`src/bdvf_pkg.sv`:
```
`timescale 1ns / 1ps
// shared constants, types and register codes for the band distortion block
package bdvf_pkg;

    localparam int WINDOW_LEN = 4096;
    localparam int PTR_W = (WINDOW_LEN > 1) ? $clog2(WINDOW_LEN) : 1;

    localparam int SAMPLE_W = 24;
    localparam int E_W = 48;
    localparam int LINE_W = E_W + SAMPLE_W;
    localparam int SUM_W = 60;
    localparam int ROOT_W = 30;

    localparam int DIV_REM_W = 36;
    localparam int DIV_BITS_W = 64;
    localparam int DIV_Q_W = 48;
    localparam int DIV_CNT_W = 6;
    localparam int SQRT_CNT_W = 5;

    localparam logic [DIV_CNT_W-1:0] DIV_CNT_E = 6'd47;
    localparam logic [DIV_CNT_W-1:0] DIV_CNT_SC = 6'd20;
    localparam logic [DIV_CNT_W-1:0] DIV_CNT_TERM = 6'd31;
    localparam logic [SQRT_CNT_W-1:0] SQRT_STEPS = 5'd30;

    localparam int QUEUE_DEPTH = 4;
    localparam int QPTR_W = (QUEUE_DEPTH > 1) ? $clog2(QUEUE_DEPTH) : 1;

    localparam int ADDR_W = 5;
    localparam logic [2:0] REG_BAND_GAIN = 3'd0;
    localparam logic [2:0] REG_CLIP_LEVEL = 3'd1;
    localparam logic [2:0] REG_ENERGY_COMPRESS = 3'd2;
    localparam logic [2:0] REG_FOLLOW_AMOUNT = 3'd3;
    localparam logic [2:0] REG_MIX_WEIGHT = 3'd4;

    localparam logic [23:0] RST_BAND_GAIN = 24'd65536;
    localparam logic [16:0] RST_CLIP_LEVEL = 17'd65536;
    localparam logic [23:0] RST_ENERGY_COMPRESS = 24'd0;
    localparam logic [16:0] RST_FOLLOW_AMOUNT = 17'd0;
    localparam logic [23:0] RST_MIX_WEIGHT = 24'd65536;

    localparam logic [20:0] ONE_Q20 = 21'h100000;

    typedef struct packed {
        logic        neg;
        logic [23:0] mag;
    } item_t;

    typedef struct packed {
        logic  valid;
        item_t item;
    } q_head_t;

    typedef struct packed {
        logic [23:0]        band_gain;
        logic [16:0]        clip_level;
        logic [23:0]        energy_compress;
        logic [16:0]        follow_amount;
        logic signed [23:0] mix_weight;
    } cfg_t;

    typedef struct packed {
        logic                  start;
        logic [DIV_REM_W-1:0]  rem_init;
        logic [DIV_BITS_W-1:0] bits;
        logic [DIV_CNT_W-1:0]  count;
        logic [DIV_REM_W-1:0]  den;
    } div_req_t;

    typedef struct packed {
        logic               busy;
        logic [DIV_Q_W-1:0] quot;
    } div_rsp_t;

    typedef struct packed {
        logic             start;
        logic [SUM_W-1:0] value;
    } sqrt_req_t;

    typedef struct packed {
        logic              busy;
        logic [ROOT_W-1:0] root;
    } sqrt_rsp_t;

endpackage

```
`src/bdvf_sqrt.sv`:
```
`timescale 1ns / 1ps
// digit-by-digit floor square root, one result bit per cycle
module bdvf_sqrt (
    input  logic                 clk,
    input  logic                 rst_n,
    input  bdvf_pkg::sqrt_req_t  req,
    output bdvf_pkg::sqrt_rsp_t  rsp
);

    logic [bdvf_pkg::SUM_W-1:0]      val_reg, val_next;
    logic [32:0]                     rem_reg, rem_next;
    logic [bdvf_pkg::ROOT_W-1:0]     root_reg, root_next;
    logic [bdvf_pkg::SQRT_CNT_W-1:0] cnt_reg, cnt_next;
    logic                            busy_reg, busy_next;
    logic [32:0]                     shifted;
    logic [32:0]                     test;

    always_comb
    begin
        shifted = {rem_reg[30:0], val_reg[bdvf_pkg::SUM_W-1 -: 2]};
        test = {1'b0, root_reg, 2'b01};
        val_next = val_reg;
        rem_next = rem_reg;
        root_next = root_reg;
        cnt_next = cnt_reg;
        busy_next = busy_reg;
        if (req.start)
        begin
            val_next = req.value;
            rem_next = '0;
            root_next = '0;
            cnt_next = bdvf_pkg::SQRT_STEPS;
            busy_next = 1'b1;
        end
        else if (busy_reg)
        begin
            if (shifted >= test)
            begin
                rem_next = shifted - test;
                root_next = {root_reg[bdvf_pkg::ROOT_W-2:0], 1'b1};
            end
            else
            begin
                rem_next = shifted;
                root_next = {root_reg[bdvf_pkg::ROOT_W-2:0], 1'b0};
            end
            val_next = {val_reg[bdvf_pkg::SUM_W-3:0], 2'b00};
            cnt_next = cnt_reg - 1'b1;
            if (cnt_reg == bdvf_pkg::SQRT_CNT_W'(1))
            begin
                busy_next = 1'b0;
            end
        end
    end

    always_ff @(posedge clk or negedge rst_n)
    begin
        if (!rst_n)
        begin
            busy_reg <= 1'b0;
            cnt_reg <= '0;
        end
        else
        begin
            busy_reg <= busy_next;
            cnt_reg <= cnt_next;
        end
    end

    always_ff @(posedge clk)
    begin
        val_reg <= val_next;
        rem_reg <= rem_next;
        root_reg <= root_next;
    end

    assign rsp.busy = busy_reg;
    assign rsp.root = root_reg;

endmodule

```
`config.mk`:
```
export PLATFORM = sky130hd
export DESIGN_NAME = bdvf_sqrt
export DESIGN_NICKNAME = d
export VERILOG_FILES = /design/src/bdvf_pkg.sv /design/src/bdvf_sqrt.sv
export SDC_FILE = /design/constraint.sdc
export NUM_CORES = 1
export LEC_CHECK = 0
export BUFFER_PORTS_ARGS = -buffer_cell sky130_fd_sc_hd__buf_2
export CORE_UTILIZATION = 58
export CTS_CLUSTER_SIZE = 8
export DETAILED_ROUTE_END_ITERATION = 6
export GPL_ROUTABILITY_DRIVEN = 0
export PLACE_DENSITY = 0.8
export SYNTH_ARGS = -nofsm -noshare
export SYNTH_HDL_FRONTEND = slang
export SYNTH_SLANG_ARGS = --single-unit
```
`constraint.sdc`:
```
create_clock -name clk -period 3 [get_ports clk]
set_input_delay 0.6 -clock clk [delete_from_list [all_inputs] [get_ports clk]]
set_output_delay 0.6 -clock clk [all_outputs]
set_load 0.05 [all_outputs]
```
==> impl_metrics.env <==
export IMPL_status="finished clean"
export IMPL_post_synth_edffs=60
export IMPL_clock_fmax_mhz=345.7
export IMPL_rows=39
export IMPL_min_delay_path_depth=2
export IMPL_synth_fp_nets=755
export IMPL_area_growth_syn_to_layout_pct=19.12
export IMPL_utilization_pct=71.38
export IMPL_layout_nets=854
export IMPL_async_flop_share_pct=4.724
export IMPL_clock_latency_reported_for_the_late_side_of_the_worst_skew_pair_ns=0.43
export IMPL_ys_seq_area_share_pct=46.18
export IMPL_r2r_start="root_reg[4]"
export IMPL_number_of_failing_hold_endpoints_at_the_final_stage=0
export IMPL_critical_path_class="reg -> reg"
export IMPL_gr_total_overflow=0
export IMPL_vias=5327
export IMPL_fin_ws_ns=0.1073
export IMPL_worstSetupPathDepth=11
export IMPL_slew_violations=0
export IMPL_hold_path_endpoint="val_reg[6]"
export IMPL_cts_clk_slew_worst_paths_ns=0.06
export IMPL_drt_iter0_drc=272
export IMPL_pre_cts_slack_ns=0.05521
export IMPL_worst_path_buffer_plus_inverter_count=1
export IMPL_worst_pin_slew_ns=0.7949
export IMPL_drc=0
export IMPL_grt_pass1_vias=5332
export IMPL_synth_cells=658
export IMPL_hold_slack_ns=0.4690
export IMPL_layout_min_cycle_time_ns=2.893
export IMPL_timing_reg2reg_worst_path_depth=11
export IMPL_grt_antenna_before_repair=0
export IMPL_worst_slew_margin_rel_pct=47.01
export IMPL_routed_wirelength_mm=15.09
export IMPL_min_period_over_period_pct=96.42
export IMPL_clock_tree_htree_level_count=4
export IMPL_timing_hold_worst_start="req[6]"
export IMPL_max_cap_viol_count=0
export IMPL_dpl_hpwl_mm=10.36
export IMPL_tritoncts_num_buffers=17
export IMPL_buffer_ports_inserted=93
export IMPL_clock_root_buffer="clkbuf_16"
export IMPL_vdd_drop_max_uv=633.8
export IMPL_synth_top_flop_cell="dfxtp_1"
export IMPL_io_pins=94
export IMPL_cp_slowest_cell="or3_1"
export IMPL_grt_setup_unrepaired="true"
export IMPL_largest_register_ffs=60
export IMPL_crit_path_start_kind="flip-flop"
export IMPL_grt_start_max_net_pins=68
export IMPL_ant_nets=0
export IMPL_critical_path_reg2reg_endpoint="rem_reg[13]"
export IMPL_core_sq_um=11470
export IMPL_critical_path_arrival_ns=3.24
export IMPL_setup_worst_path_end_class="flip-flop"
export IMPL_timing_critical_path_fanout_max=5
export IMPL_critical_path_top_delay_family="compound AO/OA/AOI/OAI gates"
export IMPL_initial_utilization_pct=59.92
export IMPL_synth_top_cells_by_area="edfxtp_1 26%, dfxtp_1 18%, mux2_2 9.8%, ha_1 6.2%, mux2i_1 4.5%"
export IMPL_dieArea_sq_um=12290
export IMPL_overall_track_demand_over_capacity_in_global_routing_pct=25.14
export IMPL_fraction_of_final_layout_cells_sized_beyond_drive_strength_1_pct=28.70
export IMPL_cts_sinks=127
export IMPL_setup_total_negative_slack_ns=0
export IMPL_synthesis_yosys_warnings=0
export IMPL_avgRoutedWirePerCell_microns=16.53
export IMPL_holdCritPathClass="in -> reg"
export IMPL_setup_viol=0
export IMPL_max_clock_path_buffers=2
export IMPL_yosysTopAreaCell="edfxtp_1"
export IMPL_setup_reg_to_reg_worst_slack_ns=0.11
export IMPL_fp_dieW_microns=110.8
export IMPL_first_pass_iters=5
export IMPL_synthesized_area_per_cell_sq_um=10.44
export IMPL_synth_cell_type_count=53
export IMPL_synth_ff_latch_count=127
export IMPL_cp_cell_sequence="inv_1 -> ha_1 -> a21o_1 -> nand2b_1 -> o2111a_2 -> o2111ai_4 -> a211oi_4 -> o21ai_4 -> o21ba_1 -> or3_1 -> a311oi_1"
export IMPL_max_stage_delay_ns=0.39
export IMPL_synthesis_area_sq_um=6872
export IMPL_wire_length_of_the_first_global_routing_pass_mm=24.60
export IMPL_power_density_nw_per_um2=973.0
export IMPL_detail_route_vias_per_cell=5.835
export IMPL_post_synth_top_area_fraction_pct=26.22
export IMPL_antenna_cells_inserted=0
export IMPL_clock_skew_ns=0.009543
export IMPL_cp_data_required_time_ns=3.35
export IMPL_p_leak_nw=3.649
export IMPL_die_h_microns=110.8
export IMPL_cts_tree="yes"
[cells in the final DEF, fill, tap and decap left out, types with 8 or more instances in the layout]
cell type and count:
clkbuf_16 17, a21o_1 12, and3_1 8, dfxtp_1 57
inv_1 41, nor2_1 59, buf_4 17, xnor2_1 21
xor2_1 10, edfxtp_1 60, mux2_2 60, nand2_1 59
buf_2 92, o21ai_0 22, a311oi_1 20, ha_1 33
mux2i_1 31, a21oi_1 28
[layout make-up]
class                      instances  area (sq um)
fill                             827          3282
inverter                          42         157.7
multi-input combinational        456          3432
clock buffer                      17         425.4
sequential                       127          3179
tap                              143         178.9
timing repair buffer             113         640.6
clock inverter                    15         171.4
[timing repair]
action | 4_1_cts | 5_1_grt
resized for setup | 0 | 10
setup endpoints to repair | 0 | 32
hold endpoints to repair | 6 | 0
hold buffers | 1 | 0
buffers inserted | 0 | 5
[worst max path at each step]
stage / endpoint / start
after detailed placement: rem_reg[25] / root_reg[4]
after floorplan: rem_reg[17] / root_reg[20]
final: rem_reg[13] / root_reg[4]
after global placement: rem_reg[7] / root_reg[0]
after CTS: rem_reg[5] / root_reg[4]
after global routing: rem_reg[13] / root_reg[4]
[logic make-up (layout without fill, tap and decap cells)]
family	after synthesis	in the layout	synth area share (%)
buffers and inverters	75	187	4.352
multiplexers	91	91	14.35
AO/OA/AOI/OAI	136	136	14.18
flip-flops	127	127	46.18
XOR/XNOR	31	31	3.951
adder cells (fa/ha/maj)	34	34	6.191
AND/OR/NAND/NOR	164	164	10.80
[metrics by stage]
step	area (sq um)	instances	total power [mW]
floorplan	6877	658	4.886
global placement	7501	875	5.513
detailed placement	7501	875	5.623
CTS	8108	908	7.743
global route	8185	913	8.434
finish	8185	913	7.964
[power by group]
group | switching (mW) | internal, mW
combinational | 1.95 | 1.69
sequential | 0.156 | 2.08
clock | 0.843 | 1.25
total | 2.95 | 5.02
[synth_stat cells (all sizes together), types with 3 or more instances]
library cell  number
or3                3
o21ai             27
dfrtp              6
mux2i             31
and3               8
a211oi             3
xor2              10
a311oi            20
buf                9
ha                34
edfxtp            60
o31a               3
a21o              12
and2               6
a22o               3
a21oi             29
xnor2             21
a31oi              4
and4               6
inv               42
a32oi              6
o21a               7
nor2b              3
mux2              60
nand4              4
nand2b             4
nand2             59
nand3              3
clkbuf            24
nor2              59
dfxtp             61
o21bai             7
nor3               4
[routing by layer]
layer,vias to the layer above,track usage [%],part of all wire (%),routed length (microns)
met4,0,11.02,2.1,314
met1,2536,29.86,42,6332
li1,2588,-,-,-
met2,174,43.19,50,7561
met3,29,6.124,5.8,882
met5,-,0,0,0
[worst reg2reg max path, cell delays in order (launching register included)]
cell and delay (ns):
dfxtp_2 0.35, inv_1 0.05, ha_1 0.34, a21o_1 0.19, nand2b_1 0.14, o2111a_2 0.26
o2111ai_4 0.17, a211oi_4 0.33, o21ai_4 0.12, o21ba_1 0.22, or3_1 0.39, a311oi_1 0.25
Note: power is estimated with default switching activity, not from simulation.
