==> src/bdvf_pkg.sv <==
`timescale 1ns / 1ps
// shared constants, types and register codes for the band distortion block
package bdvf_pkg;

    localparam int WINDOW_LEN = 4096;
    localparam int PTR_W = (WINDOW_LEN > 1) ? $clog2(WINDOW_LEN) : 1;

    localparam int SAMPLE_W = 24;
    localparam int E_W = 48;
    localparam int LINE_W = E_W + SAMPLE_W;
    localparam int SUM_W = 60;
    localparam int ROOT_W = 30;

    localparam int DIV_REM_W = 36;
    localparam int DIV_BITS_W = 64;
    localparam int DIV_Q_W = 48;
    localparam int DIV_CNT_W = 6;
    localparam int SQRT_CNT_W = 5;

    localparam logic [DIV_CNT_W-1:0] DIV_CNT_E = 6'd47;
    localparam logic [DIV_CNT_W-1:0] DIV_CNT_SC = 6'd20;
    localparam logic [DIV_CNT_W-1:0] DIV_CNT_TERM = 6'd31;
    localparam logic [SQRT_CNT_W-1:0] SQRT_STEPS = 5'd30;

    localparam int QUEUE_DEPTH = 4;
    localparam int QPTR_W = (QUEUE_DEPTH > 1) ? $clog2(QUEUE_DEPTH) : 1;

    localparam int ADDR_W = 5;
    localparam logic [2:0] REG_BAND_GAIN = 3'd0;
    localparam logic [2:0] REG_CLIP_LEVEL = 3'd1;
    localparam logic [2:0] REG_ENERGY_COMPRESS = 3'd2;
    localparam logic [2:0] REG_FOLLOW_AMOUNT = 3'd3;
    localparam logic [2:0] REG_MIX_WEIGHT = 3'd4;

    localparam logic [23:0] RST_BAND_GAIN = 24'd65536;
    localparam logic [16:0] RST_CLIP_LEVEL = 17'd65536;
    localparam logic [23:0] RST_ENERGY_COMPRESS = 24'd0;
    localparam logic [16:0] RST_FOLLOW_AMOUNT = 17'd0;
    localparam logic [23:0] RST_MIX_WEIGHT = 24'd65536;

    localparam logic [20:0] ONE_Q20 = 21'h100000;

    typedef struct packed {
        logic        neg;
        logic [23:0] mag;
    } item_t;

    typedef struct packed {
        logic  valid;
        item_t item;
    } q_head_t;

    typedef struct packed {
        logic [23:0]        band_gain;
        logic [16:0]        clip_level;
        logic [23:0]        energy_compress;
        logic [16:0]        follow_amount;
        logic signed [23:0] mix_weight;
    } cfg_t;

    typedef struct packed {
        logic                  start;
        logic [DIV_REM_W-1:0]  rem_init;
        logic [DIV_BITS_W-1:0] bits;
        logic [DIV_CNT_W-1:0]  count;
        logic [DIV_REM_W-1:0]  den;
    } div_req_t;

    typedef struct packed {
        logic               busy;
        logic [DIV_Q_W-1:0] quot;
    } div_rsp_t;

    typedef struct packed {
        logic             start;
        logic [SUM_W-1:0] value;
    } sqrt_req_t;

    typedef struct packed {
        logic              busy;
        logic [ROOT_W-1:0] root;
    } sqrt_rsp_t;

endpackage

==> src/bdvf_front.sv <==
`timescale 1ns / 1ps
// front end: takes requests, splits sign and magnitude, holds them in a short queue
module bdvf_front (
    input  logic                   clk,
    input  logic                   rst_n,
    input  logic                   push,
    input  logic [23:0]            band_sample,
    input  logic                   block,
    output logic                   full,
    output bdvf_pkg::q_head_t      head,
    input  logic                   pop
);

    bdvf_pkg::item_t fifo_reg [bdvf_pkg::QUEUE_DEPTH];
    logic [bdvf_pkg::QPTR_W-1:0] wr_ptr_reg, wr_ptr_next;
    logic [bdvf_pkg::QPTR_W-1:0] rd_ptr_reg, rd_ptr_next;
    logic [bdvf_pkg::QPTR_W:0]   count_reg, count_next;
    bdvf_pkg::item_t             item_in;
    logic                        do_push;
    logic                        do_pop;

    always_comb
    begin
        item_in.neg = band_sample[23];
        // two's complement negate also gives 2^23 for the most negative code
        item_in.mag = band_sample[23] ? (~band_sample + 24'd1) : band_sample;
    end

    assign full = block || (count_reg == (bdvf_pkg::QPTR_W+1)'(bdvf_pkg::QUEUE_DEPTH));
    assign do_push = push && !full;
    assign do_pop = pop && (count_reg != '0);

    assign head.valid = (count_reg != '0);
    assign head.item = fifo_reg[rd_ptr_reg];

    always_comb
    begin
        wr_ptr_next = do_push ? wr_ptr_reg + 1'b1 : wr_ptr_reg;
        rd_ptr_next = do_pop ? rd_ptr_reg + 1'b1 : rd_ptr_reg;
        count_next = count_reg;
        if (do_push && !do_pop)
        begin
            count_next = count_reg + 1'b1;
        end
        else if (do_pop && !do_push)
        begin
            count_next = count_reg - 1'b1;
        end
    end

    always_ff @(posedge clk or negedge rst_n)
    begin
        if (!rst_n)
        begin
            wr_ptr_reg <= '0;
            rd_ptr_reg <= '0;
            count_reg <= '0;
        end
        else
        begin
            wr_ptr_reg <= wr_ptr_next;
            rd_ptr_reg <= rd_ptr_next;
            count_reg <= count_next;
        end
    end

    always_ff @(posedge clk)
    begin
        if (do_push)
        begin
            fifo_reg[wr_ptr_reg] <= item_in;
        end
    end

endmodule

==> config.mk <==
export PLATFORM = sky130hd
export DESIGN_NAME = bdvf_front
export DESIGN_NICKNAME = d
export VERILOG_FILES = /design/src/bdvf_pkg.sv /design/src/bdvf_front.sv
export SDC_FILE = /design/constraint.sdc
export NUM_CORES = 1
export LEC_CHECK = 0
export ABC_CLOCK_PERIOD_IN_PS = 2000
export BUFFER_PORTS_ARGS = -buffer_cell sky130_fd_sc_hd__buf_2
export CAP_MARGIN = 20
export CORE_ASPECT_RATIO = 1.1
export CORE_MARGIN = 5
export CORE_UTILIZATION = 42
export DETAILED_ROUTE_END_ITERATION = 16
export GPL_ROUTABILITY_DRIVEN = 0
export PLACE_DENSITY_LB_ADDON = 0.2
export SLEW_MARGIN = 0
export SYNTH_ARGS = -nofsm -noshare
export SYNTH_HDL_FRONTEND = slang
export SYNTH_SLANG_ARGS = --single-unit
==> constraint.sdc <==
create_clock -name clk -period 2 [get_ports clk]
set_input_delay 0.2 -clock clk [delete_from_list [all_inputs] [get_ports clk]]
set_output_delay 0.2 -clock clk [all_outputs]
set_load 0.02 [all_outputs]
==> results of run 1 <==
## repair_timing
| action | 4_1_cts | 5_1_grt |
|---|---|---|
| hold buffers | 1 | 0 |
| pin swaps | 1 | 1 |
| buffers inserted | 1 | 0 |
| setup endpoints to repair | 1 | 1 |
| hold endpoints to repair | 7 | 0 |
| resized for setup | 2 | 1 |
## power groups by stage
stage	clock, mW	combinational [mW]	sequential, mW
floorplan	0	1.60	2.92
global placement	0	2.41	2.93
detailed placement	0	2.42	2.95
CTS	1.95	2.45	2.90
global route	2.03	2.58	2.92
finish	1.90	2.39	2.89
## placed cells by master (no fill, tap or decap), types with 6 or more instances in the layout
cell	Yosys	layout
xnor2_1	24	24
o31ai_1	7	7
clkbuf_16	0	9
mux4_2	25	25
dfrtp_1	7	6
edfxtp_1	100	100
buf_4	0	19
nand2_1	11	10
inv_1	9	9
buf_2	3	55
## metal layers
metal,up-vias,GRT usage (%),share of wire [%]
met5,-,0,0
met4,0,4.736,1.2
met3,8,3.599,5.1
met2,48,24.81,53
met1,1180,16.97,40
li1,1116,-,-
## worst min-delay path by stage
| stage | startpoint | endpoint | slack [ns] |
|---|---|---|---|
| after detailed placement | rst_n | count_reg[0] | 0.05 |
| after global routing | pop | rd_ptr_reg[0] | 0.17 |
| after global placement | rst_n | count_reg[0] | 0.05 |
| final | pop | rd_ptr_reg[1] | 0.16 |
| after CTS | pop | rd_ptr_reg[0] | 0.14 |
| after floorplan | rst_n | count_reg[0] | -0.1 |
## worst register-to-register path, stage by stage (launching register included)
cell	delay, ns
dfrtp_1	0.40
or3_4	0.39
nand2_2	0.11
ha_4	0.14
inv_1	0.05
fa_2	0.33
xor2_1	0.16
nor2_1	0.11
xor2_1	0.15
## cells by family (layout without fill, tap and decap cells)
kind of cell               Yosys count  count (layout)
AOI/OAI and AO/OA                   16              16
xor gates and xnor gates            27              27
adders and majority gates            7               7
buffers and inverters               17             105
DFF                                107             107
muxes                               27              27
and+or+nand+nor                     37              37
## layout make-up
cell class	instances	area, µm²	share of cell area, %
sequential	107	3179	57.67
multi-input combinational	114	1262	22.90
timing repair buffer	80	528.0	9.578
clock buffer	12	256.5	4.653
tap	143	178.9	3.246
clock inverter	4	73.82	1.339
inverter	9	33.78	0.6128
==> impl_results.md, run 1 <==
- Outcome: finished clean
- Initial antenna violation count: 0
- Slew headroom: 70.29%
- TritonRoute pass-1 iters: 6
- Async set-reset flop share out of synthesis: 6.542%
- Post-DP HPWL: 5787 µm
- Main combinational cell family by area after synthesis: multiplexers
- CTS tree: done
- Post-synth EDFFs: 100
- Logic pwr share: 33.2%
- Sequential power share: 40.3%
- Die span in y: 118.3 µm
- Fin area: 5513 µm²
- Synth area leader: edfxtp_1
- I/O Buffers: 55
- Max FFs per register: 100
- Pins Over Slew Limit: 0
- Placed cell count: 451
- Initial Util: 43.12%
- Post-route setup TNS: 0 ns
- Switching power total: 2.135 mW
- Origin of the critical flop-to-flop path: count_reg[1]
- Seq/Total Area, Yosys: 70.91%
- Clock buffer depth: 2
- Synth warn: 0
- First DRT Iteration DRCs: 131
- R2R Setup Slk: 0.09 ns
- F_max: 522.7 MHz
- Post-synthesis cell type count: 30
- Clk_skew: 0.008994 ns
- Largest net degree at the start of global routing: 26
- Synth Flop Type: edfxtp_1
- Final #Nets: 357
- CP max stage cell: dfrtp_1
- Total CTS buffers: 9
- Slew @ Worst Pin: 0.4409 ns
- Wire per inst: 17.96 µm
- Worst-Skew Late Latency: 0.34 ns
- Int Pwr: 5.042 mW
- Share of cells above drive strength 1: 40.49%
- Ports: 56
- Dpl ws: -0.06139 ns
- Final Core Density: 53.04%
- Syn Inst Count: 238
- Placed cell areas: 5150 µm²
- First-pass GRT wire length: 13,540 µm
- FP Rows: 39
- Final min period: 1.913 ns
- List of most frequent post-synthesis cells: 100 x edfxtp_1, 25 x mux4_2, 24 x xnor2_1
- Worst VDD drop: 0.0007441 V
- Pwr Density: 1302 nW/µm²
- Max_cap viols: 0
- Final WS setup: 0.08680 ns
- Final WL: 8423 µm
- Reg2reg end: count_reg[2]
- Leakage: 1.940 nW
- Post-Syn Area: 4482 µm²
- Yosys reg bits: 107
- DRC errors left: 0
- Die Wd: 108.5 µm
- Final period utilization: 95.66%
- Cells taking the most area after synthesis: edfxtp_1 67%, mux4_2 13%, xnor2_1 4.7%
- Tot GR Track Use: 14.19%
- Largest stage delay, worst path: 0.40 ns
- Levels on crit path: 8
- Simple-Gate Fraction of Synth Area: 4.606%
- RSZ-0062 raised after global routing: false
- Clock power frac: 26.5%
- Vias/cell: 5.015
- XOR/XNOR Fraction of Synth Area: 5.276%
- Fillers: 845
- Synth Area in Adders: 2.122%
- Worst setup path endpoint: count_reg[2]
- Post-route non-filler standard cell count: 469
- Final Hold Vio Count: 0
- Switching Share: 29.75%
- Setup-failing EPs final: 0
- Reg clk slew, reported paths: 0.07 ns
- CP Max Fanout: 3
- Core outline area: 10,390 µm²
- Clk sinks: 107
- Antenna Diode Count: 0
- Final Hold Slack: 0.1640 ns
- GRT overflow: 0
- Synth Area per Inst: 18.83 µm²
- Tot Pwr: 7.176 mW
- Type of the worst setup path: flop to flop
- Via count: 2,352
- Total die area: 12,840 µm²
- Synth Area in Compound Gates: 2.513%
- Area share of the largest cell type after synthesis: 67.00%
- CP Cell Sequence: or3_4, nand2_2, ha_4, inv_1, fa_2, xor2_1, nor2_1, xor2_1
- CP Capture Type: flop
- Count leader, synth: edfxtp_1
- Most used cell along the critical path: xor2_1
- Worst EP required: 2.26 ns
- Worst R2R Path Depth: 8
- Hold WC Path Type: input pin to flop
- H-tree depth: 3
- Crit. Startpoint: count_reg[1]
- Critical Path AT: 2.18 ns
- WHS Path Cells: 3
- Area delta synth->final: 23.00%
- Delay-heaviest family, CP: simple AND/OR/NAND/NOR gates
- Syn_nets: 274
- Critical path buffers and inverters: 1
- Routed Antenna Nets: 0
- Mux contribution to synthesized area: 13.07%
- Clock root buffer: clkbuf_16
- Startpoint types: flop
- Vias in the first global route: 2,554
(Power assumes the default switching activity.)
==> inputs of run 2 (changes only) <==
==> constraint.sdc (replaced) <==
create_clock -name clk -period 2 [get_ports clk]
set_input_delay 0.2 -clock clk [delete_from_list [all_inputs] [get_ports clk]]
set_output_delay 0.2 -clock clk [all_outputs]
set_load 0.01 [all_outputs]
==> run 2 against run 1 <==
Compared with the run above:
- register-to-register slack gained 0.02 ns
- wire length shrank 0.23%
- maximum frequency grew 1.3%
- critical path type unchanged
- critical endpoint unchanged
- largest cell class unchanged
==> impl_results.md, run 2 (synthesized netlist as in run 1, its figures left out) <==
- Post-route setup TNS: 0 ns (unchanged)
- Commonest cells after routing, fill and taps aside: 100 x edfxtp_1, 55 x buf_2, 25 x mux4_2
- Vias in the first global route: 2,518 (-1.4%)
- Worst EP required: 2.26 ns (about the same)
- Final period utilization: 94.42% (-1.2 points)
- Fillers: 868 (+2.7%)
- Leakage: 1.930 nW (-0.51%)
- Critical path buffers and inverters: 1 (unchanged)
- Wire per inst: 17.92 µm (-0.23%)
- Final min period: 1.888 ns (-0.02487 ns)
- CTS tree: done
- Core outline area: 10,390 µm² (unchanged)
- Startpoint types: flop
- Routed Antenna Nets: 0 (unchanged)
- GRT overflow: 0 (unchanged)
- Post-DP HPWL: 5592 µm (-3.4%)
- Final WL: 8404 µm (-0.23%)
- CP Cell Sequence: or3_4, nand2_4, ha_4, inv_1, fa_2, xor2_1, nor2_1, xor2_1
- Delay-heaviest family, CP: simple AND/OR/NAND/NOR gates
- Clock buffer depth: 2 (unchanged)
- DRC errors left: 0 (unchanged)
- Type of the worst setup path: flop to flop
- Most used cell along the critical path: xor2_1
- Ports: 56 (unchanged)
- Crit. Startpoint: count_reg[0]
- First DRT Iteration DRCs: 81 (-38%)
- F_max: 529.6 MHz (+1.3%)
- HP Start: pop
- Share of cells above drive strength 1: 40.49% (unchanged)
- R2R Setup Slk: 0.11 ns (+0.02 ns)
- Via count: 2,363 (+0.47%)
- Largest net degree at the start of global routing: 27 (+3.8%)
- Area delta synth->final: 22.64%
- RSZ-0062 raised after global routing: false
- CP Capture Type: flop
- Tot GR Track Use: 14.10% (-0.097 points)
- Clk sinks: 107 (unchanged)
- Hold WC Path Type: input pin to flop
- Outcome: finished clean
- Clock root buffer: clkbuf_16
- Largest stage delay, worst path: 0.41 ns (about the same)
- Origin of the critical flop-to-flop path: count_reg[0]
- TritonRoute pass-1 iters: 4 (-2)
- Pwr Density: 1236 nW/µm² (-5.0%)
- H-tree depth: 3 (unchanged)
- Setup-failing EPs final: 0 (unchanged)
- Pins Over Slew Limit: 0 (unchanged)
- Reg clk slew, reported paths: 0.07 ns (about the same)
- Worst VDD drop: 0.0006737 V (-9.5%)
- Commonest non-fill, non-tap cell in the layout: edfxtp_1
- Final Hold Vio Count: 0 (unchanged)
- Die Wd: 108.5 µm (unchanged)
- Slew @ Worst Pin: 0.4596 ns (+0.01864 ns)
- Max_cap viols: 0 (unchanged)
- Antenna Diode Count: 0 (unchanged)
- Die span in y: 118.3 µm (unchanged)
- Worst-Skew Late Latency: 0.34 ns (about the same)
- Initial antenna violation count: 0 (unchanged)
- Initial Util: 43.12% (unchanged)
- CP max stage cell: or3_4
- Vias/cell: 5.038 (+0.47%)
- FP Rows: 39 (unchanged)
- Final #Nets: 357 (unchanged)
- Final Hold Slack: 0.1715 ns (+0.007512 ns)
- Max FFs per register: 100 (unchanged)
- CP Max Fanout: 3 (unchanged)
- Critical Path AT: 2.15 ns (-0.03 ns)
- Total die area: 12,840 µm² (unchanged)
- Total CTS buffers: 9 (unchanged)
- Clk_skew: 0.006149 ns (-0.002845 ns)
- First-pass GRT wire length: 13,380 µm (-1.2%)
- I/O Buffers: 55 (unchanged)
- Slew headroom: 69.36% (-0.93 points)
==> run 2: cell types whose count changed in the layout (fill, tap and decap cells not counted), sizes merged <==
| cell | delta |
|---|---|
| bufinv | -1 |
| clkbuf | -2 |
| clkinv | +2 |
| inv | +1 |
==> run 2: stage by stage <==
stage | setup slack (ns) | util (%) | cells | area, µm² | total power [mW]
finish | 0.1117 | 52.88 | 469 | 5497 | 6.796
global route | 0.04375 | 52.88 | 469 | 5497 | 7.179
CTS | 0.005098 | 52.62 | 468 | 5469 | 6.884
detailed placement | -0.02520 | 49.50 | 449 | 5145 | 5.126
global placement | 0.009306 | 49.50 | 449 | 5145 | 5.093
floorplan | 0.01997 | - | 238 | 4491 | 4.261
==> run 2: power breakdown <==
group / internal [mW] / switching (mW)
clock network: 0.973 / 0.752
registers: 2.79 / 0.125
logic: 1.11 / 1.04
==> run 2: worst register-to-register path, cell delays in order (launching register included) <==
cell	delay (ns)
dfrtp_1	0.39
or3_4	0.41
nand2_4	0.09
ha_4	0.13
inv_1	0.05
fa_2	0.33
xor2_1	0.16
nor2_1	0.11
xor2_1	0.16
==> run 2: repair_timing <==
item                       in CTS  in global routing
setup buffers                   2                  1
pin swaps                       3                  3
setup endpoints to repair       1                  2
hold buffers                    1                  0
gates resized for setup         2                  4
gates cloned                    0                  0
hold endpoints to repair        7                  0
==> run 2: metal layers <==
| metal | GRT usage, % | part of all wire [%] | up-vias | wire length (µm) |
|---|---|---|---|---|
| met3 | 3.817 | 4.3 | 9 | 364 |
| met4 | 4.736 | 1.4 | 0 | 121 |
| met1 | 18.32 | 44 | 1196 | 3680 |
| li1 | - | - | 1116 | - |
| met2 | 22.91 | 50 | 42 | 4237 |
| met5 | 0 | 0 | - | 0 |
==> run 2: area by class of cell <==
cell class	instances	area [µm²]	area share [%]
repair buffers	80	540.5	9.834
multi-input cells	114	1270	23.10
well taps	143	178.9	3.255
flip-flops and latches	107	3179	57.84
clock inverters	6	65.06	1.184
inverters	9	33.78	0.6146
clock buffers	10	229.0	4.166
==> run 2: path summary, 6_finish.rpt <==
kind | depth (start not counted) | end
setup / recovery | 8 | count_reg[2]
hold reg to reg | 2 | count_reg[2]
max in group asynchronous | 2 | rd_ptr_reg[0]
min in group asynchronous | 2 | count_reg[1]
setup reg to reg | 8 | count_reg[2]
hold / removal | 3 | rd_ptr_reg[1]
