[src/bdvf_ram.sv]
`timescale 1ns / 1ps
// generic single-write, single-read ram with registered read data
module bdvf_ram #(
    parameter int WIDTH = 8,
    parameter int DEPTH = 16,
    localparam int AW = (DEPTH > 1) ? $clog2(DEPTH) : 1
) (
    input  logic             clk,
    input  logic             we,
    input  logic [AW-1:0]    waddr,
    input  logic [WIDTH-1:0] wdata,
    input  logic [AW-1:0]    raddr,
    output logic [WIDTH-1:0] rdata
);

    logic [WIDTH-1:0] mem_reg [DEPTH];
    logic [WIDTH-1:0] rdata_reg;

    always_ff @(posedge clk)
    begin
        if (we)
        begin
            mem_reg[waddr] <= wdata;
        end
        rdata_reg <= mem_reg[raddr];
    end

    assign rdata = rdata_reg;

endmodule

[config.mk]
export PLATFORM = sky130hd
export DESIGN_NAME = bdvf_ram
export DESIGN_NICKNAME = d
export VERILOG_FILES = /design/src/bdvf_ram.sv
export SDC_FILE = /design/constraint.sdc
export NUM_CORES = 1
export LEC_CHECK = 0
export BUFFER_PORTS_ARGS = -buffer_cell sky130_fd_sc_hd__buf_2
export CORE_ASPECT_RATIO = 0.7
export CORE_MARGIN = 1
export CORE_UTILIZATION = 54
export DETAILED_ROUTE_END_ITERATION = 16
export GPL_TIMING_DRIVEN = 0
export PLACE_DENSITY = 0.72
export SLEW_MARGIN = 10
export SYNTH_ARGS = -nofsm -noshare
export SYNTH_HDL_FRONTEND = slang
export SYNTH_SLANG_ARGS = --single-unit
[constraint.sdc]
create_clock -name clk -period 1.6 [get_ports clk]
set_input_delay 0.16 -clock clk [delete_from_list [all_inputs] [get_ports clk]]
set_output_delay 0.16 -clock clk [all_outputs]
set_load 0.01 [all_outputs]
==> flow_summary_export.csv, run 1 <==
group,metric,value,unit
status,status,"finished, final reports clean",
clocking,cts_sinks,136,
power_and_ir_drop,p_int,0.00629,W
power_and_ir_drop,power_frac_clock,44.5,%
floorplan,io-pin-count,26,
synthesis,synthCells,229,
sta,rsz0062_at_grt,"false",
final_layout,largest_reg_flops,128,
critical_path,worst_ep_required_time,1.63,ns
power_and_ir_drop,comb_power_share,4.9,%
grt,grt_pass1_vias,2336,
hold_path,hold_class,"input pin to flop",
floorplan,rows,29,
sta,setup_viol,0,
final_layout,fin_nets,290,
placed_design,dpl_cell_area,5430,um2
synthesis,synth_area,5150,um2
clocking,cts_max_level,4,
clocking,clkTransAtPathRegs,0.06,ns
final_layout,syn_to_final_growth,16.3,%
critical_path,timing.critical_path.buf_inv,1,
job,maxCapViolCount,0,
routing,vias_per_cell,5.79,
grt,grt_pass1_wl,14.2,mm
grt,grt_max_degree,17,
grt,grt_use_total,21.4,%
critical_path,start_kind,"input pin",
placed_design,dp_slack,-0.381,ns
critical_path,end_kind,"flop",
floorplan,core_area,9140,um2
sta,min_period,1.41,ns
synthesis,ys_types,19,
routing,drc,0,
floorplan,die_h,83.7,um
critical_path,cpPeakStageDelay,0.64,ns
power_and_ir_drop,peakVddDrop,0.958,mV
grt,grt-ovfl-total,0,
clocking,cts_tree,"built",
sta,relSlewSlack,18.7,%
grt,antenna_found_initial,0,
critical_path,cp_max_fo,8,
synthesis,yosysTopAreaCellShare,74.7,%
routing,routed_wl,9.62,mm
hold_path,hp-start,"wdata[5]",
critical_path,critPathTopFamily,"simple AND/OR/NAND/NOR gates",
sta,hold_violations,0,
placed_design,gp_congestion,0.716,
clocking,cts_buffers,17,
clocking,clk_latency,0.42,ns
critical_path,cp_cell_sequence,"buf_2 -> or3b_2 -> nor2_1",
sta,setup_ws,0.189,ns
synthesis,avgSynthCellArea,22.5,um2
placed_design,port_buffers,24,
final_layout,drive_gt1_share,30.5,%
sta,skew,0.0138,ns
power_and_ir_drop,swShare,20.4,%
clocking,cts_root_buf,"clkbuf_16",
critical_path,cp_slowest_cell,"nor2_1",
synthesis,yosys_register_bits,136,
final_layout,n_antenna_cell,0,
synthesis,yosysWarnings,0,
power_and_ir_drop,power.density,1320,nW/um2
power_and_ir_drop,net-switching-power,0.00162,W
floorplan,start_util,56.3,%
sta,period_share,88.2,%
routing,wl_per_cell,23.5,um
synthesis,synth_fp_nets,247,
synthesis,synth_seq_area_share,77.8,%
power_and_ir_drop,p_leak,2.00,nW
final_layout,fillCellCount,613,
routing,drt_first_pass_iters,6,
clocking,cts.repair.resized,0,
sta,worst_pin_slew,1.21,ns
critical_path,critPathArrivalTime,1.45,ns
clocking,post_cts_buffers,0,
critical_path,crit_start,"waddr[2]",
final_layout,final_area,5990,um2
clocking,cts_hold_buffers,0,
critical_path,critPathKind,"input pin to flop",
sta,clock.fmax,0.708,GHz
routing,detail-route-antenna-nets,0,
placed_design,dp_hpwl,6.22,mm
synthesis,synthTopCellsByArea,"edfxtp_1 75%, mux4_2 7.9%, mux4_1 7.1%",
routing,drt-initial-drc-count,190,
floorplan,die_w,119,um
routing,vias,2367,
floorplan,dieArea,9930,um2
synthesis,synth_area_leader_cell,"edfxtp_1",
power_and_ir_drop,p_seq_share,50.7,%
clocking,max-clock-path-buffers,2,
sta,final_max_slew_viol_count,0,
critical_path,rr_startpoint,"mem_reg[4][2]",
[worst paths after layout]
check | depth (start not counted) | to | slack [ns]
min reg2reg | 3 | rdata[0] | 0.69
min | 1 | mem_reg[15][5] | 0.15
max reg2reg | 3 | rdata[2] | 0.24
max | 3 | mem_reg[2][6] | 0.19
[logic make-up after synthesis]
family	Yosys count	share of synthesized area (%)
AO/OA/AOI/OAI	16	2.33
multiplexers	32	15.0
buffers and inverters	10	1.68
AND/OR/NAND/NOR	35	3.18
flip-flops	136	77.8
[power by group through the flow]
stage | Sequential, W | Combinational (W) | Clock, W
final | 0.00400 | 0.000386 | 0.00351
after global routing | 0.00401 | 0.000415 | 0.00369
after CTS | 0.00400 | 0.000390 | 0.00357
after detailed placement | 0.00408 | 0.000389 | 0
after global placement | 0.00407 | 0.000380 | 0
after floorplan | 0.00409 | 0.000202 | 0
[Yosys cell counts]
master / n
a22oi_1: 16
and2_1: 1
and2b_1: 1
buf_2: 3
buf_4: 1
buf_6: 3
clkdlybuf4s25_2: 3
dfxtp_1: 8
edfxtp_1: 128
mux4_1: 14
mux4_2: 18
nand2_1: 9
nand2b_1: 2
nand3_1: 1
nand3b_1: 2
nor2_1: 13
nor2b_1: 1
nor3_1: 4
or3b_2: 1
[cell usage in the layout (no fill, tap or decap)]
master           count
nor2_1              13
nor3_2               3
mux4_2              18
edfxtp_1           128
buf_6                3
mux4_1              14
clkinv_2             6
nor2b_1              1
nor3_1               1
nand2_1              9
clkbuf_8             1
bufinv_16            1
nand3b_1             2
clkbuf_16           17
and2_1               1
clkinvlp_4           6
clkinv_1             1
and2b_1              1
nand2b_1             2
a22oi_1             16
dfxtp_1              8
buf_2               27
nand3_1              1
clkdlybuf4s25_2      3
buf_4                1
or3b_2               1
[area by class of cell]
class / instances / area, um2 / share of cell area, %
plain buffers: 10 / 86.3 / 1.44
clock buffers: 18 / 439 / 7.34
clock inverters: 14 / 109 / 1.82
multi-input cells: 83 / 1070 / 17.9
flip-flops and latches: 136 / 4000 / 66.9
well taps: 124 / 155 / 2.59
repair buffers: 24 / 120 / 2.01
[layer usage]
metal	track usage, %	part of all wire (%)	wire length [um]	up-vias
met5	0	0	0	-
li1	-	-	-	1064
met4	10.0	0.48	46	0
met2	31.5	48	4620	91
met1	30.2	42	4060	1208
met3	5.94	9.3	893	4
[through the flow]
step / instances / util, % / hold slack [ns] / total power [W] / TNS, ns
2_1_floorplan: 229 / - / 0.259 / 0.00429 / 0
3_5_place_dp: 377 / 59.4 / 0.552 / 0.00447 / -10.57
6_report: 409 / 65.5 / 0.151 / 0.00790 / 0
3_3_place_gp: 377 / 59.4 / 0.554 / 0.00445 / -13.23
5_1_grt: 409 / 65.5 / 0.161 / 0.00811 / 0
4_1_cts: 409 / 65.4 / 0.138 / 0.00796 / 0
(Power assumes the default switching activity.)
==> inputs of run 2 (changes only) <==
--- a/config.mk
+++ b/config.mk
@@ -10,7 +10,7 @@
 export CORE_MARGIN = 1
 export CORE_UTILIZATION = 54
 export DETAILED_ROUTE_END_ITERATION = 16
-export GPL_TIMING_DRIVEN = 0
+export GPL_TIMING_DRIVEN = 1
 export PLACE_DENSITY = 0.72
 export SLEW_MARGIN = 10
 export SYNTH_ARGS = -nofsm -noshare
==> run 2 against run 1 <==
Compared with the run above:
- setup slack gained 0.020 ns
- via count grew 4.4%
- sequential share of layout area shrank 2.9 points
- non-clock buffer count grew 20
- global-route usage rose by 1.4 points
- total power grew 9.1%
- clock skew is 0.0054 ns lower
- die area did not move
- worst hold slack got worse by 0.022 ns
- critical path type is now flop to flop
- sequential cell count stayed put
==> flow_summary_export.csv, run 2 (synthesized netlist as in run 1, its figures left out) <==
group,metric,value,unit
final_layout,layout_commonest_cell,"edfxtp_1",
critical_path,cp_max_fo,1,
routing,drt_first_pass_iters,4,
placed_design,gp_congestion,0.802,
status,status,"finished, final reports clean",
final_layout,syn_to_final_growth,21.6,%
grt,antenna_found_initial,0,
power_and_ir_drop,p_leak,2.18,nW
grt,grt_max_degree,21,
critical_path,critPathKind,"flop to flop",
sta,setup_viol,0,
final_layout,drive_gt1_share,34.4,%
sta,rsz0062_at_grt,"false",
critical_path,crit_end,"rdata[2]",
floorplan,rows,29,
sta,period_share,87.0,%
floorplan,die_w,119,um
floorplan,io-pin-count,26,
sta,hold_violations,0,
clocking,cts_max_level,4,
grt,grt_pass1_vias,2616,
final_layout,fillCellCount,600,
floorplan,core_area,9140,um2
sta,final_max_slew_viol_count,0,
final_layout,post-route-util,68.4,%
sta,worst_pin_slew,0.757,ns
routing,vias,2471,
sta,timing.hold.ws,0.129,ns
routing,wl_per_cell,23.0,um
routing,detail-route-antenna-nets,0,
floorplan,dieArea,9930,um2
critical_path,critPathArrivalTime,1.69,ns
clocking,cts_tree,"built",
final_layout,fin_nets,310,
routing,vias_per_cell,5.76,
placed_design,port_buffers,25,
routing,drt-initial-drc-count,183,
power_and_ir_drop,peakVddDrop,0.940,mV
final_layout,n_antenna_cell,0,
sta,clock.fmax,0.718,GHz
clocking,cts_sinks,136,
critical_path,r2r_setup_slack,0.21,ns
critical_path,rr_startpoint,"mem_reg[1][2]",
floorplan,die_h,83.7,um
clocking,cts_root_buf,"clkbuf_16",
critical_path,rr_endpoint,"rdata[2]",
hold_path,hold_class,"input pin to flop",
routing,routed_wl,9.88,mm
sta,setup_ws,0.208,ns
sta,min_period,1.39,ns
clocking,cts_buffers,17,
grt,grt_pass1_wl,15.4,mm
critical_path,worstRegToRegCells,3,
final_layout,largest_reg_flops,128,
placed_design,dp_hpwl,6.50,mm
clocking,cts_hold_buffers,0,
critical_path,crit_start,"mem_reg[1][2]",
grt,grt_use_total,22.9,%
sta,skew,0.00839,ns
routing,drc,0,
critical_path,start_kind,"flop",
sta,relSlewSlack,49.4,%
job,maxCapViolCount,0,
power_and_ir_drop,power.density,1380,nW/um2
clocking,max-clock-path-buffers,2,
clocking,clk_latency,0.41,ns
critical_path,end_kind,"flop",
clocking,cts.repair.resized,0,
final_layout,final_cell_mix,"128 x edfxtp_1, 26 x buf_4, 25 x buf_2, 18 x mux4_2, 17 x clkbuf_16",
placed_design,dp_slack,-0.0423,ns
floorplan,start_util,56.3,%
critical_path,worst_ep_required_time,1.90,ns
clocking,post_cts_buffers,0,
grt,grt-ovfl-total,0,
clocking,clkTransAtPathRegs,0.06,ns
run 2: final cells by class:
type	count	area [um2]	area share [%]
clock buffer	20	457	7.30
clock inverter	12	199	3.18
multi-input combinational	83	1060	17.0
sequential	136	4000	64.0
tap	124	155	2.48
timing repair buffer	54	380	6.08
run 2: power breakdown:
group / internal [W] / switching, W / total [W]
clock: 0.00284 / 0.00138 / 0.00423
combinational: 0.000171 / 0.000215 / 0.000386
sequential: 0.00398 / 0.0000291 / 0.00401
total: 0.00700 / 0.00163 / 0.00863
run 2: worst min-delay path by stage:
stage / slack (ns) / startpoint / endpoint / depth (start not counted)
finish: 0.13 / wdata[6] / mem_reg[6][6] / 1
global route: 0.12 / wdata[5] / mem_reg[7][5] / 1
CTS: 0.11 / wdata[5] / mem_reg[6][5] / 1
detailed placement: 0.56 / wdata[7] / mem_reg[12][7] / 1
global placement: 0.55 / wdata[5] / mem_reg[8][5] / 1
floorplan: 0.26 / wdata[0] / mem_reg[0][0] / 0
run 2: through the flow:
step	cell area (um2)	total power (W)	TNS, ns	cells
2_1_floorplan	5150	0.00429	0	229
3_3_place_gp	5600	0.00446	-0.0227	397
3_5_place_dp	5600	0.00447	-0.0585	397
6_report	6260	0.00863	0	429
4_1_cts	6260	0.00871	0	429
5_1_grt	6260	0.00889	0	429
run 2: per-layer routing:
| metal | global-route usage, % | routed length, um |
|---|---|---|
| met3 | 7.72 | 490 |
| met1 | 31.2 | 4500 |
| met5 | 0 | 0 |
| met2 | 35.1 | 4820 |
| met4 | 7.71 | 70 |
run 2: worst max-delay path, cell delays in order, from the launching register on:
cell      delay (ns)
edfxtp_1        0.36
mux4_1          0.52
a22oi_1         0.32
nand2_1         0.09
==> inputs of run 3 (changes only) <==
--- a/config.mk
+++ b/config.mk
@@ -8,10 +8,10 @@
 export BUFFER_PORTS_ARGS = -buffer_cell sky130_fd_sc_hd__buf_2
 export CORE_ASPECT_RATIO = 0.7
 export CORE_MARGIN = 1
-export CORE_UTILIZATION = 54
+export CORE_UTILIZATION = 55
 export DETAILED_ROUTE_END_ITERATION = 16
 export GPL_TIMING_DRIVEN = 1
-export PLACE_DENSITY = 0.72
+export PLACE_DENSITY = 0.71
 export SLEW_MARGIN = 10
 export SYNTH_ARGS = -nofsm -noshare
 export SYNTH_HDL_FRONTEND = slang
==> constraint.sdc (replaced) <==
create_clock -name clk -period 1.3 [get_ports clk]
set_input_delay 0.13 -clock clk [delete_from_list [all_inputs] [get_ports clk]]
set_output_delay 0.13 -clock clk [all_outputs]
set_load 0.01 [all_outputs]
==> run 3 against run 2 <==
Compared with the run above:
- sequential power grew 23%
- via count increased by 0.45%
- routed wire length is 0.81% lower
- die area down 1.8%
- combinational power grew 30%
- critical path depth did not move
==> flow_summary_export.csv, run 3 (synthesized netlist as in run 1, its figures left out) <==
group,metric,value,unit
routing,routed_wl,9.80,mm
grt,met2_usage,32.5,%
power_and_ir_drop,peakVddDrop,1.18,mV
sta,min_period,1.29,ns
floorplan,start_util,56.7,%
routing,wl_per_cell,22.9,um
clocking,cts_hold_buffers,0,
clocking,post_cts_buffers,0,
grt,grt_pass1_wl,14.8,mm
final_layout,seqCellArea,4000,um2
hold_path,hold_path_depth,1,
critical_path,cp_max_fo,1,
final_layout,multi_input_area,1100,um2
clocking,cts_max_level,4,
critical_path,rr_endpoint,"rdata[6]",
routing,vias_per_cell,5.80,
grt,grt_max_degree,19,
floorplan,die_h,82.9,um
sta,final_max_slew_viol_count,0,
critical_path,critPathArrivalTime,1.57,ns
floorplan,core_area,9070,um2
grt,grt-ovfl-total,0,
critical_path,worst_ep_required_time,1.59,ns
grt,grtUsageMet1,31.8,%
placed_design,gp_congestion,0.789,
final_layout,largest_reg_flops,128,
clocking,max-clock-path-buffers,2,
power_and_ir_drop,swShare,20.9,%
sta,period_share,98.9,%
routing,drt-initial-drc-count,258,
final_layout,n_antenna_cell,0,
critical_path,start_kind,"flop",
power_and_ir_drop,net-switching-power,0.00208,W
clocking,clkTransAtPathRegs,0.06,ns
clocking,cts_buffers,17,
placed_design,dp_hpwl,6.23,mm
final_layout,fillCellCount,577,
critical_path,worstRegToRegCells,3,
sta,worst_pin_slew,0.915,ns
critical_path,r2r_setup_slack,0.01,ns
grt,grt_pass1_vias,2534,
routing,vias,2482,
floorplan,dieArea,9760,um2
grt,gr-max-usage-layer,"met2",
critical_path,rr_startpoint,"mem_reg[0][6]",
final_layout,post-route-util,68.3,%
final_layout,layout_commonest_cell,"edfxtp_1",
clocking,cts_tree,"built",
power_and_ir_drop,p_seq_share,49.6,%
sta,tns,0,ns
critical_path,critPathKind,"flop to flop",
clocking,clk_latency,0.42,ns
clocking,cts_root_buf,"clkbuf_16",
grt,antenna_found_initial,0,
final_layout,fin_nets,309,
grt,grt_use_total,22.0,%
final_layout,syn_to_final_growth,20.3,%
hold_path,hold_end,"mem_reg[8][5]",
sta,clock.fmax,0.777,GHz
routing,detail-route-antenna-nets,0,
power_and_ir_drop,power.density,1610,nW/um2
sta,setup_viol,0,
power_and_ir_drop,p_int,0.00787,W
critical_path,end_kind,"flop",
job,maxCapViolCount,0,
floorplan,rows,29,
status,status,"finished, final reports clean",
routing,drc,0,
routing,drt_first_pass_iters,4,
power_and_ir_drop,comb_power_share,5.1,%
hold_path,hp-start,"wdata[5]",
sta,hold_violations,0,
final_layout,final_cell_mix,"128 x edfxtp_1, 26 x buf_4, 25 x buf_2, 24 x mux4_2, 17 x clkbuf_16",
final_layout,drive_gt1_share,40.5,%
sta,rsz0062_at_grt,"true",
power_and_ir_drop,power_frac_clock,45.3,%
sta,relSlewSlack,38.9,%
power_and_ir_drop,p_leak,2.10,nW
sta,skew,0.0194,ns
placed_design,port_buffers,25,
floorplan,die_w,118,um
clocking,cts_sinks,136,
hold_path,hold_class,"input pin to flop",
grt,grtUsageMet3,6.73,%
floorplan,io-pin-count,26,
sta,timing.hold.ws,0.104,ns
-- run 3: cell types whose count changed in the layout (fill, tap and decap cells not counted), moves of 2 or more --
cell / delta
a22oi_1: -10
a22oi_2: +10
mux4_1: -6
mux4_2: +6
bufinv_16: -4
clkinvlp_4: +4
inv_6: +2
nor3_1: -2
nor3_2: +2
-- run 3: layout make-up --
type | count | share of cell area [%]
flip-flops and latches | 136 | 64.6
multi-input cells | 83 | 17.8
clock buffers | 19 | 7.31
repair buffers | 53 | 5.82
well taps | 124 | 2.51
clock inverters | 13 | 1.96
-- run 3: routing by layer --
layer  vias to the layer above  routed length [um]
li1                       1087                   -
met1                      1284                4500
met2                       107                4570
met3                         4                 698
met4                         0                  36
met5                         -                   0
-- run 3: timing repair --
item	in CTS	in global routing
setup endpoints to repair	4	6
gates resized for setup	5	11
pin swaps	0	7
cloned	0	0
-- run 3: power groups by stage --
stage | Combinational (W) | Sequential [W] | Clock (W)
floorplan | 0.000250 | 0.00503 | 0
global placement | 0.000470 | 0.00502 | 0
detailed placement | 0.000477 | 0.00503 | 0
CTS | 0.000489 | 0.00494 | 0.00458
global route | 0.000541 | 0.00494 | 0.00478
finish | 0.000502 | 0.00494 | 0.00451
-- run 3: critical path, cell delays in order, from the launching register on --
cell and delay [ns]:
edfxtp_1 0.40, mux4_2 0.50, a22oi_2 0.20, nand2_1 0.06
-- run 3: how the worst max path moves through the flow --
stage | slack (ns) | startpoint | cells past startpoint | endpoint
finish | 0.01 | mem_reg[0][6] | 3 | rdata[6]
global route | -0.003 | mem_reg[2][6] | 3 | rdata[6]
CTS | 0.0009 | mem_reg[2][7] | 3 | rdata[7]
detailed placement | -0.20 | raddr[0] | 5 | rdata[1]
global placement | -0.19 | raddr[0] | 5 | rdata[3]
floorplan | -0.1 | waddr[2] | 2 | mem_reg[3][0]
-- run 3: stage by stage --
step	worst slack [ns]	total power (W)	area (um2)	std cells
2_1_floorplan	-0.0961	0.00528	5160	229
3_5_place_dp	-0.195	0.00550	5590	396
6_report	0.0137	0.00995	6190	428
5_1_grt	-0.00330	0.0103	6190	428
3_3_place_gp	-0.195	0.00549	5590	396
4_1_cts	0.000891	0.0100	6180	428
